### src/rtl/mfom_pkg.sv
// mfom_pkg: shared widths, constants, codes and types for the field-oriented
// mecanum mixer; no dependencies, imported by every module of the block
package mfom_pkg;

  // angle resolution of the yaw encoder and the centre registers
  localparam int ANGLE_BITS  = 13;
  localparam int ANG_W       = 13;
  localparam int PHASE_W     = 16;
  localparam int PHASE_SHIFT = PHASE_W - ANGLE_BITS;
  localparam logic [PHASE_W-1:0] QUARTER_TURN = 16'h4000;

  // datapath widths
  localparam int CMD_W   = 16;
  localparam int LIMIT_W = 15;
  localparam int SIN_W   = 18;
  localparam int PROD_W  = CMD_W + SIN_W;
  localparam int RAW_W   = PROD_W + 1;
  localparam int ROT_W   = 18;
  localparam int MAG_W   = 17;
  localparam int SUM_W   = 18;
  localparam int NUM_W   = 32;
  localparam int QUO_W   = 15;

  // sine polynomial coefficients, q16
  localparam int SIN_A = 102944;
  localparam int SIN_B = 42048;
  localparam int SIN_C = 4640;

  // pipeline depths of the sine and divider units
  localparam int SIN_LAT = 6;
  localparam int DIV_LAT = QUO_W;

  // register reset values
  localparam logic [LIMIT_W-1:0] SPEED_LIMIT_RST  = 15'd8000;
  localparam logic [ANG_W-1:0]   SPIN_CENTRE_RST  = 13'd2100;
  localparam logic [ANG_W-1:0]   FRONT_CENTRE_RST = 13'd0;
  localparam logic [ANG_W-1:0]   BACK_CENTRE_RST  = 13'd4096;

  // configuration register indexes
  typedef enum logic [1:0] {
    REG_SPEED_LIMIT  = 2'd0,
    REG_SPIN_CENTRE  = 2'd1,
    REG_FRONT_CENTRE = 2'd2,
    REG_BACK_CENTRE  = 2'd3
  } cfg_reg_t;

  // heading mode codes
  typedef enum logic [1:0] {
    HEAD_NONE   = 2'd0,
    HEAD_SPIN   = 2'd1,
    HEAD_FOLLOW = 2'd2
  } heading_t;

  // command as it travels next to the sine units
  typedef struct packed {
    logic signed [CMD_W-1:0] f;
    logic signed [CMD_W-1:0] r;
    logic signed [CMD_W-1:0] w;
    logic                    rot;
  } cmd_t;

  // axis speeds after rotation
  typedef struct packed {
    logic signed [ROT_W-1:0] f;
    logic signed [ROT_W-1:0] r;
    logic signed [ROT_W-1:0] w;
  } axes_t;

  // what travels next to the dividers
  typedef struct packed {
    axes_t ax;
    logic  over;
  } lim_t;

  // saturate a wide signed value to 16 bits
  function automatic logic signed [CMD_W-1:0] sat16(input logic signed [ROT_W-1:0] v);
    logic signed [CMD_W-1:0] res;
    if (v > ROT_W'(32767)) begin
      res = 16'sh7FFF;
    end else if (v < -ROT_W'(32768)) begin
      res = 16'sh8000;
    end else begin
      res = v[CMD_W-1:0];
    end
    return res;
  endfunction

endpackage

### src/rtl/mfom_sine.sv
// mfom_sine: six-stage q15 sine by quarter-wave reflection of an odd polynomial
// depends on mfom_pkg
module mfom_sine (
  input  logic                                clk,
  input  logic                                en,
  input  logic [mfom_pkg::PHASE_W-1:0]        phase,
  output logic signed [mfom_pkg::SIN_W-1:0]   sine
);
  import mfom_pkg::*;

  logic [14:0] z_a_r, z_b_r, z_c_r, z_d_r;
  logic        neg_a_r, neg_b_r, neg_c_r, neg_d_r, neg_e_r;
  logic [14:0] z2_b_r, z2_c_r;
  logic [12:0] t_c_r;
  logic [15:0] w_d_r;
  logic [16:0] s_e_r;
  logic signed [SIN_W-1:0] sine_r;

  logic [14:0] z_nxt;
  logic [29:0] zz;
  logic [27:0] tp;
  logic [15:0] u;
  logic [30:0] up;
  logic [16:0] v;
  logic [31:0] sp;

  // quadrant fold
  always_comb begin
    if (phase[14]) begin
      z_nxt = 15'(15'd16384 - {1'b0, phase[13:0]});
    end else begin
      z_nxt = {1'b0, phase[13:0]};
    end
  end

  // polynomial terms, one product per stage
  assign zz = 30'(z_a_r) * 30'(z_a_r);
  assign tp = 28'(SIN_C) * 28'(z2_b_r);
  assign u  = 16'(SIN_B) - 16'(t_c_r);
  assign up = 31'(u) * 31'(z2_c_r);
  assign v  = 17'(SIN_A) - 17'(w_d_r);
  assign sp = 32'(z_d_r) * 32'(v);

  always_ff @(posedge clk) begin
    if (en) begin
      z_a_r   <= z_nxt;
      neg_a_r <= phase[15];
      z2_b_r  <= zz[28:14];
      z_b_r   <= z_a_r;
      neg_b_r <= neg_a_r;
      t_c_r   <= tp[26:14];
      z2_c_r  <= z2_b_r;
      z_c_r   <= z_b_r;
      neg_c_r <= neg_b_r;
      w_d_r   <= up[29:14];
      z_d_r   <= z_c_r;
      neg_d_r <= neg_c_r;
      s_e_r   <= sp[31:15];
      neg_e_r <= neg_d_r;
      if (neg_e_r) begin
        sine_r <= -$signed({1'b0, s_e_r});
      end else begin
        sine_r <= $signed({1'b0, s_e_r});
      end
    end
  end

  assign sine = sine_r;

endmodule

### config.mk
export PLATFORM = sky130hd
export DESIGN_NAME = mfom_sine
export DESIGN_NICKNAME = d
export VERILOG_FILES = /design/src/rtl/mfom_pkg.sv /design/src/rtl/mfom_sine.sv
export SDC_FILE = /design/constraint.sdc
export NUM_CORES = 2
export LEC_CHECK = 0
export ABC_AREA = 1
export BUFFER_PORTS_ARGS = -buffer_cell sky130_fd_sc_hd__buf_2
export CAP_MARGIN = 20
export CORE_ASPECT_RATIO = 2
export CORE_UTILIZATION = 65
export DETAILED_ROUTE_END_ITERATION = 16
export PLACE_DENSITY = 0.78
export SLEW_MARGIN = 10
export SYNTH_ARGS = -nofsm -noshare
export SYNTH_HDL_FRONTEND = slang
export SYNTH_SLANG_ARGS = --single-unit
### constraint.sdc
create_clock -name clk -period 18.4 [get_ports clk]
set_clock_uncertainty 0.05 [all_clocks]
set_input_delay 2.76 -clock clk [delete_from_list [all_inputs] [get_ports clk]]
set_output_delay 2.76 -clock clk [all_outputs]
set_load 0.01 [all_outputs]
* Yosys cells after proc, flatten, opt, wreduce, memory -nomap -nowiden
Index checks and enable logic that the tools add are counted.
** Operators by class
- Add/subtract/negate cells :: 4
- Mux-type cells :: 2
- Multipliers :: 4
** Operators with widths (count)
- 15-bit by 17-bit multiplier with 32-bit output :: 1
- 16-bit by 15-bit multiplier with 30-bit output :: 1
- 15-bit by 15-bit multiplier with 29-bit output :: 1
- 8-bit by 15-bit multiplier with 22-bit output, first input constant :: 1
- 17-bit negator with 18-bit output :: 1
- 17-bit 2-to-1 mux :: 1
- 17-bit by 16-bit subtractor with 17-bit output, first input constant :: 1
- 16-bit by 13-bit subtractor with 16-bit output, first input constant :: 1
- 15-bit by 14-bit subtractor with 15-bit output, first input constant :: 1
- 14-bit 2-to-1 mux :: 1
** Storage, ports and cells
- Input bits :: 18
- Flip-flop bits (word level) :: 159

* Longest topological paths before layout
- Word-level depth :: 2
- Gate-level depth with buffers :: 36

* Least setup slack after synthesis
No wires, ideal clock.
- Path type :: reg-to-reg
- Start point :: register t_c_r[0]
- End point :: register w_d_r[14] (data pin)
- Arrival time :: 6311 ps
- Period minus slack after synthesis :: 6613 ps
- Path buffers :: 3
- Setup slack :: 11787 ps
- Cell stages (with the launch flop) :: 34
- Required time :: 18098 ps
- Cells stage by stage :: edfxtp_1 clkbuf_1 clkbuf_1 inv_1 ha_1 nand2_1 nor2_1 nand3_1 a21oi_1 nand3_1 nand2_1 buf_2 nor2_1 fa_1 inv_1 fa_1 inv_1 fa_1 inv_1 fa_1 inv_1 fa_1 inv_1 fa_1 inv_1 ha_1 nand2_1 inv_1 a21oi_1 nand2_1 o21ai_0 nand2_1 nand2_1 nand2_1
** Between the ends
- Longest elaborated chain between the ends :: 2
** RTL lines
- start: declaration :: RTL line mfom_sine.sv:14 : logic [12:0] t_c_r;
- start signal: assignment :: RTL line mfom_sine.sv:51 : t_c_r <= tp[26:14];
- 16-bit by 13-bit subtractor with 16-bit output :: RTL line mfom_sine.sv:39 : assign u = 16'(SIN_B) - 16'(t_c_r);
- 16-bit by 15-bit multiplier with 30-bit output :: RTL line mfom_sine.sv:40 : assign up = 31'(u) * 31'(z2_c_r);
- named net up[28] :: RTL line mfom_sine.sv:23 : logic [30:0] up;
- end signal: assignment :: RTL line mfom_sine.sv:55 : w_d_r <= up[29:14];
- end: declaration :: RTL line mfom_sine.sv:15 : logic [15:0] w_d_r;
The timed path passes the listed nets, and every way through them passes these cells.
A chain may end at the register's enable or synchronous reset.

* Final worst setup path
- Start point :: register t_c_r[0]
- End point :: register w_d_r[13] (data pin)
The elaborated chain is that of the path after synthesis.

==> impl_metrics.tcl <==
set metrics [dict create \
    outcome "complete, no violations" \
    critPathCaptureType "flop" \
    worstPathRequired_ns 18.57 \
    io_pins 36 \
    syn_nets 4401 \
    cts_sinks 159 \
    first_pass_iters 7 \
    io_buffers 35 \
    core-area_mm2 0.04501 \
    num-fill-cells 3677 \
    synthFlopType "edfxtp_1" \
    drive_gt1_share_pct 2.580 \
    num_vias 23930 \
    setup_viol 0 \
    worstPathCellList "inv_1 > ha_1 > nand2_1 > nor2_1 > nand3_1 > a21oi_1 > xnor2_1 > inv_2 > nor2_1 > fa_1 > fa_1 > fa_1 > fa_1 > fa_1 > ha_1 > ha_1 > nand2_1 > o21ai_0 > nand2_1 > nand2_1 > nor2_1 > nand3_1 > nand2_1" \
    routed_wl_mm 86.48 \
    arrival_ns 7.90 \
    syn_area_mm2 0.02971 \
    grt_pass1_vias 26540 \
    synth_top_cell_by_area "fa_1" \
    synth-edff-count 159 \
    track_usage_pct 39.50 \
    synth_warnings 0 \
    cp_top_family "adder cells" \
    post_drt_wl_per_cell_um 20.96 \
    hold_depth 0 \
    gp_congestion 1.062 \
    min_period_ns 7.725 \
    postCtsSetupBuffers 0 \
    rows 110 \
    netlist_instances 3557 \
    grt_max_degree 84 \
    hold_viol 0 \
    synth-seq-cells 159 \
    final_max_slew_viol_count 0 \
    htree_levels 4 \
    path_class "flop to flop" \
    rsz0062_at_grt "false" \
    synth_top_area_share_pct 33.70 \
    async_flop_share_pct 0 \
    grt_pass1_wl_mm 137.0 \
    reg2regPathDepth 23 \
    max_freq_mhz 129.5 \
    startpoint_type "flop" \
    seq_area_frac_synth_pct 16.07 \
    num_antenna_cells 0 \
    yosysUniqueCellTypes 42 \
    hpwl_mm 71.64 \
    placed_cell_area_mm2 0.03038 \
    drt-initial-drc-count 1434 \
    syn2layout_area_growth_pct 4.431 \
    drc 0 \
    cts_tree "done" \
    dieWidth_um 153.2 \
    die_h_um 304.3 \
    worst_pin_slew_ns 0.9630 \
    cpPeakStageDelay_ns 0.74 \
    grt_overflow 0 \
    synth_area_leaders "fa_1 34%, edfxtp_1 16%, ha_1 14%" \
    cap_violations 0 \
    antenna_left 0 \
    clkTransAtPathRegs_ns 0.08 \
    period_share_pct 41.98 \
    path_buf_inv 2 \
    hold_buffers 0 \
    clockBufferDepth 2 \
    initial_core_util_pct 66.01 \
    crit_fanout 16 \
    drt-vias-per-instance 5.799 \
    cts.repair.resized 0 \
    hold_class "flop to flop" \
    antenna_found_initial 0 \
    clk_latency_ns 0.46 \
    postSynthAreaPerCell_um2 8.351 \
    maxSlewHeadroom_pct 35.80 \
    final_nets 4397 \
    numCtsBuffers 17 \
    post-route-cell-area_mm2 0.03102 \
    dieArea_mm2 0.04661 \
    fin_tns_setup_ns 0 \
    cp_slowest_cell "edfxtp_1" \
    cts_root_buffer "clkbuf_16" \
    cp.depth 23 \
]
cell usage in the layout (no fill, tap or decap), types with 23 or more instances in the layout:
| master | count |
|---|---|
| nand4_1 | 24 |
| xor2_1 | 46 |
| nand2_1 | 672 |
| nor2_1 | 408 |
| xnor2_1 | 23 |
| ha_1 | 326 |
| edfxtp_1 | 159 |
| a21oi_1 | 121 |
| inv_1 | 872 |
| fa_1 | 500 |
| o21ai_0 | 71 |
| nand3_1 | 158 |
| nor3_1 | 28 |
| buf_2 | 34 |
synth_stat cells (all sizes together) (5+ instances only):
cell,n
xnor2,24
edfxtp,159
nand4,24
ha,326
o21bai,15
fa,500
nor4,11
nor2,408
buf,6
nand3,160
o21ai,73
nand2,676
nor3,30
clkbuf,58
inv,873
nand3b,8
clkinv,5
a21o,13
xor2,46
a21oi,122
a31oi,5
path summary, 6_finish.rpt:
check / slack (ns) / endpoint / start
max: 10.68 / w_d_r[13] / t_c_r[0]
min: 0.36 / z_c_r[4] / z_b_r[4]
max reg2reg: 10.68 / w_d_r[13] / t_c_r[0]
min reg2reg: 0.36 / z_c_r[4] / z_b_r[4]
stage by stage:
stage / setup WS [ns] / util, % / cells / hold slack, ns
floorplan: 11.79 / - / 3557 / 0.3503
global placement: 11.03 / 67.50 / 4093 / 0.3516
detailed placement: 10.95 / 67.50 / 4093 / 0.3554
CTS: 10.94 / 68.87 / 4125 / 0.3633
global route: 10.32 / 68.93 / 4126 / 0.3684
finish: 10.68 / 68.93 / 4126 / 0.3626
metal layers:
layer	wire [um]	GRT usage [%]	vias up
met5	0	0	-
met2	46230	72.92	971
li1	-	-	10790
met4	10950	42.14	0
met3	4443	7.548	519
met1	24860	33.25	11650
cell type report:
type | instances | area [um^2] | share of cell area [%]
Clock buffer | 17 | 425.4 | 1.371
Multi-Input combinational cell | 2456 | 21390 | 68.95
Sequential cell | 159 | 4775 | 15.39
Tap cell | 560 | 700.7 | 2.259
Timing Repair Buffer | 41 | 246.5 | 0.7945
Clock inverter | 15 | 188.9 | 0.6090
Inverter | 878 | 3296 | 10.62
kinds of logic after synthesis:
logic type / Yosys count / share of synthesized area (%)
AOI/OAI and AO/OA: 235 / 4.334
xor gates and xnor gates: 70 / 2.089
adders and majority gates: 826 / 47.43
buffers and inverters: 942 / 11.92
DFF: 159 / 16.07
muxes: 1 / 0.03790
and+or+nand+nor: 1324 / 18.12
flip-flops by register name, indices dropped and copies added, names as in the netlist:
name     cells
sine        18
s_e_r       17
w_d_r       16
z2_b_r      15
z2_c_r      15
z_a_r       15
z_b_r       15
z_c_r       15
z_d_r       15
t_c_r       13
neg_a_r      1
neg_b_r      1
neg_c_r      1
neg_d_r      1
neg_e_r      1
worst reg2reg max path, stage by stage, from the launching register on:
cell      delay (ns)
edfxtp_1        0.74
inv_1           0.11
ha_1            0.25
nand2_1         0.09
nor2_1          0.07
nand3_1         0.09
a21oi_1         0.11
xnor2_1         0.66
inv_2           0.31
nor2_1          0.23
fa_1            0.46
fa_1            0.46
fa_1            0.51
fa_1            0.42
fa_1            0.38
ha_1            0.31
ha_1            0.56
nand2_1         0.21
o21ai_0         0.72
nand2_1         0.15
nand2_1         0.34
nor2_1          0.12
nand3_1         0.08
nand2_1         0.06
Power is left out: the tool's default activity adds up to more than one toggle a clock period on the data nets, which glitch-free logic cannot reach.
