$ cat src/rtl/mfom_pkg.sv
// mfom_pkg: shared widths, constants, codes and types for the field-oriented
// mecanum mixer; no dependencies, imported by every module of the block
package mfom_pkg;

  // angle resolution of the yaw encoder and the centre registers
  localparam int ANGLE_BITS  = 13;
  localparam int ANG_W       = 13;
  localparam int PHASE_W     = 16;
  localparam int PHASE_SHIFT = PHASE_W - ANGLE_BITS;
  localparam logic [PHASE_W-1:0] QUARTER_TURN = 16'h4000;

  // datapath widths
  localparam int CMD_W   = 16;
  localparam int LIMIT_W = 15;
  localparam int SIN_W   = 18;
  localparam int PROD_W  = CMD_W + SIN_W;
  localparam int RAW_W   = PROD_W + 1;
  localparam int ROT_W   = 18;
  localparam int MAG_W   = 17;
  localparam int SUM_W   = 18;
  localparam int NUM_W   = 32;
  localparam int QUO_W   = 15;

  // sine polynomial coefficients, q16
  localparam int SIN_A = 102944;
  localparam int SIN_B = 42048;
  localparam int SIN_C = 4640;

  // pipeline depths of the sine and divider units
  localparam int SIN_LAT = 6;
  localparam int DIV_LAT = QUO_W;

  // register reset values
  localparam logic [LIMIT_W-1:0] SPEED_LIMIT_RST  = 15'd8000;
  localparam logic [ANG_W-1:0]   SPIN_CENTRE_RST  = 13'd2100;
  localparam logic [ANG_W-1:0]   FRONT_CENTRE_RST = 13'd0;
  localparam logic [ANG_W-1:0]   BACK_CENTRE_RST  = 13'd4096;

  // configuration register indexes
  typedef enum logic [1:0] {
    REG_SPEED_LIMIT  = 2'd0,
    REG_SPIN_CENTRE  = 2'd1,
    REG_FRONT_CENTRE = 2'd2,
    REG_BACK_CENTRE  = 2'd3
  } cfg_reg_t;

  // heading mode codes
  typedef enum logic [1:0] {
    HEAD_NONE   = 2'd0,
    HEAD_SPIN   = 2'd1,
    HEAD_FOLLOW = 2'd2
  } heading_t;

  // command as it travels next to the sine units
  typedef struct packed {
    logic signed [CMD_W-1:0] f;
    logic signed [CMD_W-1:0] r;
    logic signed [CMD_W-1:0] w;
    logic                    rot;
  } cmd_t;

  // axis speeds after rotation
  typedef struct packed {
    logic signed [ROT_W-1:0] f;
    logic signed [ROT_W-1:0] r;
    logic signed [ROT_W-1:0] w;
  } axes_t;

  // what travels next to the dividers
  typedef struct packed {
    axes_t ax;
    logic  over;
  } lim_t;

  // saturate a wide signed value to 16 bits
  function automatic logic signed [CMD_W-1:0] sat16(input logic signed [ROT_W-1:0] v);
    logic signed [CMD_W-1:0] res;
    if (v > ROT_W'(32767)) begin
      res = 16'sh7FFF;
    end else if (v < -ROT_W'(32768)) begin
      res = 16'sh8000;
    end else begin
      res = v[CMD_W-1:0];
    end
    return res;
  endfunction

endpackage

$ cat src/rtl/mfom_div.sv
// mfom_div: pipelined restoring divider, one quotient bit per stage
// depends on mfom_pkg; the caller keeps the partial remainder below the divisor
module mfom_div (
  input  logic                           clk,
  input  logic                           en,
  input  logic [mfom_pkg::NUM_W-1:0]     num,
  input  logic [mfom_pkg::SUM_W-1:0]     den,
  output logic [mfom_pkg::QUO_W-1:0]     quo
);
  import mfom_pkg::*;

  logic [SUM_W-1:0] rem_r [DIV_LAT];
  logic [QUO_W-1:0] quo_r [DIV_LAT];
  logic [QUO_W-1:0] low_r [DIV_LAT];
  logic [SUM_W-1:0] den_r [DIV_LAT];

  logic [SUM_W-1:0] rem_in [DIV_LAT];
  logic [QUO_W-1:0] quo_in [DIV_LAT];
  logic [QUO_W-1:0] low_in [DIV_LAT];
  logic [SUM_W-1:0] den_in [DIV_LAT];

  for (genvar j = 0; j < DIV_LAT; j++) begin : g_step
    logic [SUM_W:0]   trial;
    logic             ge;
    logic [SUM_W-1:0] rem_nxt;
    logic [QUO_W-1:0] quo_nxt;

    // stage inputs
    if (j == 0) begin : g_first
      assign rem_in[j] = SUM_W'(num[NUM_W-1:QUO_W]);
      assign quo_in[j] = '0;
      assign low_in[j] = num[QUO_W-1:0];
      assign den_in[j] = den;
    end else begin : g_next
      assign rem_in[j] = rem_r[j-1];
      assign quo_in[j] = quo_r[j-1];
      assign low_in[j] = low_r[j-1];
      assign den_in[j] = den_r[j-1];
    end

    // trial subtract
    always_comb begin
      trial   = {rem_in[j], low_in[j][QUO_W-1-j]};
      ge      = (trial >= {1'b0, den_in[j]});
      quo_nxt = quo_in[j];
      quo_nxt[QUO_W-1-j] = ge;
      if (ge) begin
        rem_nxt = SUM_W'(trial - {1'b0, den_in[j]});
      end else begin
        rem_nxt = trial[SUM_W-1:0];
      end
    end

    always_ff @(posedge clk) begin
      if (en) begin
        rem_r[j] <= rem_nxt;
        quo_r[j] <= quo_nxt;
        low_r[j] <= low_in[j];
        den_r[j] <= den_in[j];
      end
    end
  end

  assign quo = quo_r[DIV_LAT-1];

endmodule

$ cat config.mk
export PLATFORM = sky130hd
export DESIGN_NAME = mfom_div
export DESIGN_NICKNAME = d
export VERILOG_FILES = /design/src/rtl/mfom_pkg.sv /design/src/rtl/mfom_div.sv
export SDC_FILE = /design/constraint.sdc
export NUM_CORES = 1
export LEC_CHECK = 0
export BUFFER_PORTS_ARGS = -buffer_cell sky130_fd_sc_hd__buf_2
export CAP_MARGIN = 20
export CORE_AREA = 2 2 266 268
export CTS_CLUSTER_DIAMETER = 150
export DETAILED_ROUTE_END_ITERATION = 7
export DIE_AREA = 0 0 268 270
export GPL_ROUTABILITY_DRIVEN = 0
export GPL_TIMING_DRIVEN = 0
export PLACE_DENSITY = 0.82
export SLEW_MARGIN = 10
export SYNTH_ARGS = -nofsm -noshare
export SYNTH_HDL_FRONTEND = slang
export SYNTH_SLANG_ARGS = --single-unit
$ cat constraint.sdc
create_clock -name clk -period 9 [get_ports clk]
set_input_delay 0.45 -clock clk [delete_from_list [all_inputs] [get_ports clk]]
set_output_delay 0.45 -clock clk [all_outputs]
set_load 0.05 [all_outputs]
* Yosys cells after proc, flatten, opt, wreduce, memory -nomap -nowiden *
Memories as Yosys holds them, arrays and structs flattened.
Index checks and enable logic that the tools add are counted.

operators by class
  equality and inequality tests = 0
  divide/modulo/power cells = 0
  reduce and logical (&&, ||, !) cells = 0
  mux-type cells = 17
  multiply operators = 0
  $add $sub $neg = 15
  order comparisons = 15
  bitwise operators = 0
  shifts and indexed selects = 0

operator list
  cell                            count
  2-to-1 mux 18 bit               15
  subtractor 18 bit               15
  >= comparator 19 x 18 -> 1 bit  14
  >= comparator 18 bit            1
  2-to-1 mux 1 bit                2

word-level totals
  RAM bits = 990
  register bits = 0
  ROM bits = 0
  word-level logic and storage cells = 51
  memories = 4
  latch bits = 0
  bits of input ports = 52

memory list
  memory  words  width  read ports  clocked after memory_dff  wr ports  line            RTL
  den_r   15     18     14          0                         15        mfom_div.sv:15  logic [SUM_W-1:0] den_r [DIV_LAT];
  rem_r   15     18     14          0                         15        mfom_div.sv:12  logic [SUM_W-1:0] rem_r [DIV_LAT];
  low_r   15     15     14          0                         15        mfom_div.sv:14  logic [QUO_W-1:0] low_r [DIV_LAT];
  quo_r   15     15     15          0                         15        mfom_div.sv:13  logic [QUO_W-1:0] quo_r [DIV_LAT];

* Longest topological paths before layout *
An unclocked memory read counts as a cell.

  word-level depth = 3
  mapped depth = 13
  depth with buffers taken out = 12

* Worst setup path after synthesis *
Ideal clock, no wire load.

  kind = flip-flop to flip-flop
  start point = memory low_r[0][13]
  end point = memory rem_r[1][14], in the netlist rem_r[0][32], data pin
  arrival = 2.886 ns
  data required time = 8.740 ns
  buffers on the path = 0
  setup slack = 5.854 ns
  stages on the path, launching flop included = 13
  cell sequence = edfxtp_1 inv_1 ha_1 inv_1 fa_1 a211o_1 a211oi_1 o21bai_1 a21oi_1 o21ai_0 nor4bb_1 or4_1 mux2_2

RTL lines
  item         line
  from (decl)  mfom_div.sv:14
  to (decl)    mfom_div.sv:12

==> qor.yml <==
synthesis:
  synth_edf_count: 729
  syn_area_per_cell_um2: 12.2
  synth_ff_type: "edfxtp_1"
  ys_types: 85
  seq_area_frac_synth_pct: 57.7
  ys_seq_elements: 729
  mappedNetlistArea_mm2: 0.0379
  yosysWarnings: 0
  synthCells: 3109
  async_flop_share_pct: 0
  syn-num-nets: 3445
critical_path:
  slowest_delay_ns: 0.52
  arrival_ns: 4.16
  startpoint_type: "flip-flop"
  crit_family: "compound AO/OA/AOI/OAI gates"
  path_buf_inv: 2
  cp_cell_sequence: "inv_1 > ha_1 > nor2b_1 > o31a_1 > o31ai_1 > a211oi_1 > a211oi_1 > o21a_1 > buf_2 > mux2_2"
  worstPathMaxFanout: 10
  reg2reg_depth: 10
  ff2ff_setup_slack_ns: 5.22
  timing.rr.start: "den_r[1][1]"
  cp_data_required_time_ns: 9.38
  timing.critical_path.mode_cell: "a211oi_1"
  critPathCaptureType: "flip-flop"
  slowest_stage: "a211oi_1"
  worstSetupStartpoint: "den_r[1][1]"
  reg2reg_to: "rem_r[1][25]"
  path_class: "reg2reg"
sta:
  layout_min_cycle_time_ns: 3.78
  setup_ws_ns: 5.22
  worst_pin_slew_ns: 0.983
  timing.final.crit_share_pct: 42.0
  fmax_mhz: 265
  slew_headroom_pct: 32.8
  setup_viol: 0
  fin_skew_ns: 0.0187
  slew_viol_final: 0
  hold_ws_ns: 0.0381
  rsz0062_at_grt: "no"
  hold_viol: 0
pwr:
  powerDensity_mw_per_mm2: 335
  p_leak_uw: 0.0169
  irDropWorstVdd_v: 0.000179
grt:
  grt_max_degree: 127
  grt_pass1_wl_mm: 118
  grtUsageTotal_pct: 20.3
  grt_pass1_vias: 23900
  grt_overflow_total: 0
  antenna_found_initial: 0
run_status:
  status: "completed"
clock_network:
  clkLatencyLatePin_ns: 0.63
  clk_pin_slew_ns: 0.06
  cts_buffers: 80
  cts-resized-gates: 0
  post_cts_buffers: 0
  cts_buffer_depth: 3
  cts_root_buf: "clkbuf_16"
  clock_sinks: 729
  cts_tree: "done"
  h-tree-depth: 3
placed_design:
  placed_area_mm2: 0.0396
  portBuffers: 66
  dp_slack_ns: 5.19
  place_hpwl_mm: 52.5
layout:
  final_area_mm2: 0.0424
  multiInputGateArea_mm2: 0.0145
  fin_util_pct: 61.0
  seq_area_mm2: 0.0219
  final_nets: 3630
  layout-drive-gt1-share_pct: 9.60
  syn_to_final_growth_pct: 11.9
  n_antenna_cell: 0
  num-fill-cells: 5179
worst_hold_path:
  worstHoldStart: "den[16]"
  hp-class: "in2reg"
  hold_depth: 1
  hold_end: "den_r[0][16]"
detailed_routing:
  routedWlPerCell_um: 17.2
  vias: 24500
  drtIter0Drc: 2036
  drc: 0
  dr.pass1.iters: 6
  routed_wl_mm: 73.9
  ant_nets: 0
  vias_per_cell: 5.72
floorplanning:
  ios: 67
  die-area_mm2: 0.0724
  start_util_pct: 54.5
  fp.dieH_um: 270
  die_w_um: 268
  coreArea_mm2: 0.0695
  rows: 97
run:
  cap_violations: 0
-- cells in the final DEF (no fill, tap or decap), types with 9 or more instances in the layout --
cell / count
nand2_1: 166
nor3_1: 42
nor3b_1: 9
nand4_1: 33
clkbuf_1: 59
o21a_1: 43
fa_1: 14
nand2b_1: 39
a21o_1: 83
inv_1: 349
o21ai_0: 199
nor2_1: 166
mux2i_1: 11
dlygate4sd3_1: 31
edfxtp_1: 729
o21bai_1: 26
o211ai_1: 11
o31a_1: 11
o31ai_1: 15
xor2_1: 83
a211oi_1: 35
xnor2_1: 103
a21oi_1: 235
nand3_1: 54
ha_1: 270
mux2_2: 102
buf_2: 73
clkbuf_16: 81
nor2b_1: 32
and3_1: 13
clkinv_1: 24
a31oi_1: 31
-- power by group --
part	switching, uW	leakage, uW	total [uW]	internal [uW]
Clock	1300	0.00122	3150	1850
Sequential	393	0.00712	5240	4850
Combinational	3320	0.00857	5810	2490
Total	5020	0.0169	14200	9190
-- timing repair --
item                                    in CTS  in global routing
endpoints found under the hold margin       31                  0
endpoints found under the setup margin       0                  0
hold buffers                                31                  0
-- worst max path at each step --
stage	end	slack, ns	depth (start not counted)
after floorplan	rem_r[0][32]	5.85	12
after global placement	quo_r[1][104]	-3.35	1
after detailed placement	rem_r[0][13]	5.19	14
after CTS	rem_r[1][25]	5.19	10
after global routing	rem_r[1][24]	5.03	11
final	rem_r[1][25]	5.22	10
-- registers in the layout, indices dropped and copies added, names as in the netlist --
| register | count |
|---|---|
| quo_r | 120 |
| low_r | 105 |
| den_r | 252 |
| rem_r | 252 |
-- area by class of cell --
cell class / count / share of cell area (%)
clock inverters: 47 / 1.03
well taps: 940 / 2.77
multi-input cells: 1971 / 34.1
repair buffers: 103 / 1.92
plain buffers: 59 / 0.599
inverters: 350 / 3.10
clock buffers: 94 / 4.89
flip-flops and latches: 729 / 51.6
-- metal layers --
metal	global-route usage [%]	vias to the layer above	share of wire (%)
met1	23.8	11700	40
met3	3.18	236	4.6
met2	35.8	717	50
met4	10.6	0	5.2
li1	-	11900	-
met5	0	-	0
-- through the flow --
| stage | setup TNS, ns | cells | power (uW) |
|---|---|---|---|
| floorplan | 0 | 3109 | 9520 |
| global placement | -2390.84 | 4115 | 10800 |
| detailed placement | 0 | 4121 | 11000 |
| CTS | 0 | 4293 | 14200 |
| global route | 0 | 4293 | 15100 |
| finish | 0 | 4293 | 14200 |
-- cells in the mapped netlist, drive strengths merged (4+ instances only) --
| cell | n | share of area (%) |
|---|---|---|
| nor2 | 166 | 1.6 |
| a41oi | 6 | 0.14 |
| mux2i | 11 | 0.29 |
| a21o | 83 | 1.6 |
| nor3 | 43 | 0.58 |
| nand4 | 33 | 0.54 |
| nand2 | 166 | 1.6 |
| a211o | 8 | 0.18 |
| a31oi | 32 | 0.54 |
| nand3 | 54 | 0.71 |
| o211ai | 11 | 0.22 |
| a31o | 4 | 0.092 |
| inv | 350 | 3.5 |
| ha | 270 | 8.9 |
| and2 | 6 | 0.099 |
| nand2b | 39 | 0.64 |
| o21a | 44 | 0.89 |
| o22ai | 8 | 0.13 |
| o21ai | 205 | 2.7 |
| nor4 | 7 | 0.12 |
| a21oi | 235 | 3.1 |
| o21bai | 26 | 0.51 |
| o31ai | 18 | 0.40 |
| fa | 14 | 0.74 |
| a2111oi | 6 | 0.16 |
| xnor2 | 103 | 2.4 |
| xor2 | 83 | 1.9 |
| buf | 13 | 0.21 |
| o41ai | 5 | 0.12 |
| clkbuf | 46 | 0.46 |
| a211oi | 36 | 0.75 |
| nor2b | 33 | 0.56 |
| or3 | 5 | 0.083 |
| o31a | 11 | 0.25 |
| mux2 | 117 | 3.6 |
| edfxtp | 729 | 58 |
| and3 | 13 | 0.21 |
| nor3b | 9 | 0.18 |
| a221oi | 4 | 0.11 |
-- cell families after synthesis --
family,after synthesis,share of synthesized area [%]
fa+ha+maj,284,9.65
xor+xnor,186,4.30
compound gates,783,13.0
mux,128,3.84
simple gates,590,7.37
flops,729,57.7
buf+inv,409,4.14
-- worst reg2reg max path: cells and delay by family (launching register included) --
kind	cells	cell delay [ns]
muxes	1	0.38
DFF	1	0.41
and+or+nand+nor	1	0.17
adders and majority gates	1	0.26
AOI/OAI and AO/OA	5	1.83
buffers and inverters	2	0.46
(Power assumes the default switching activity.)
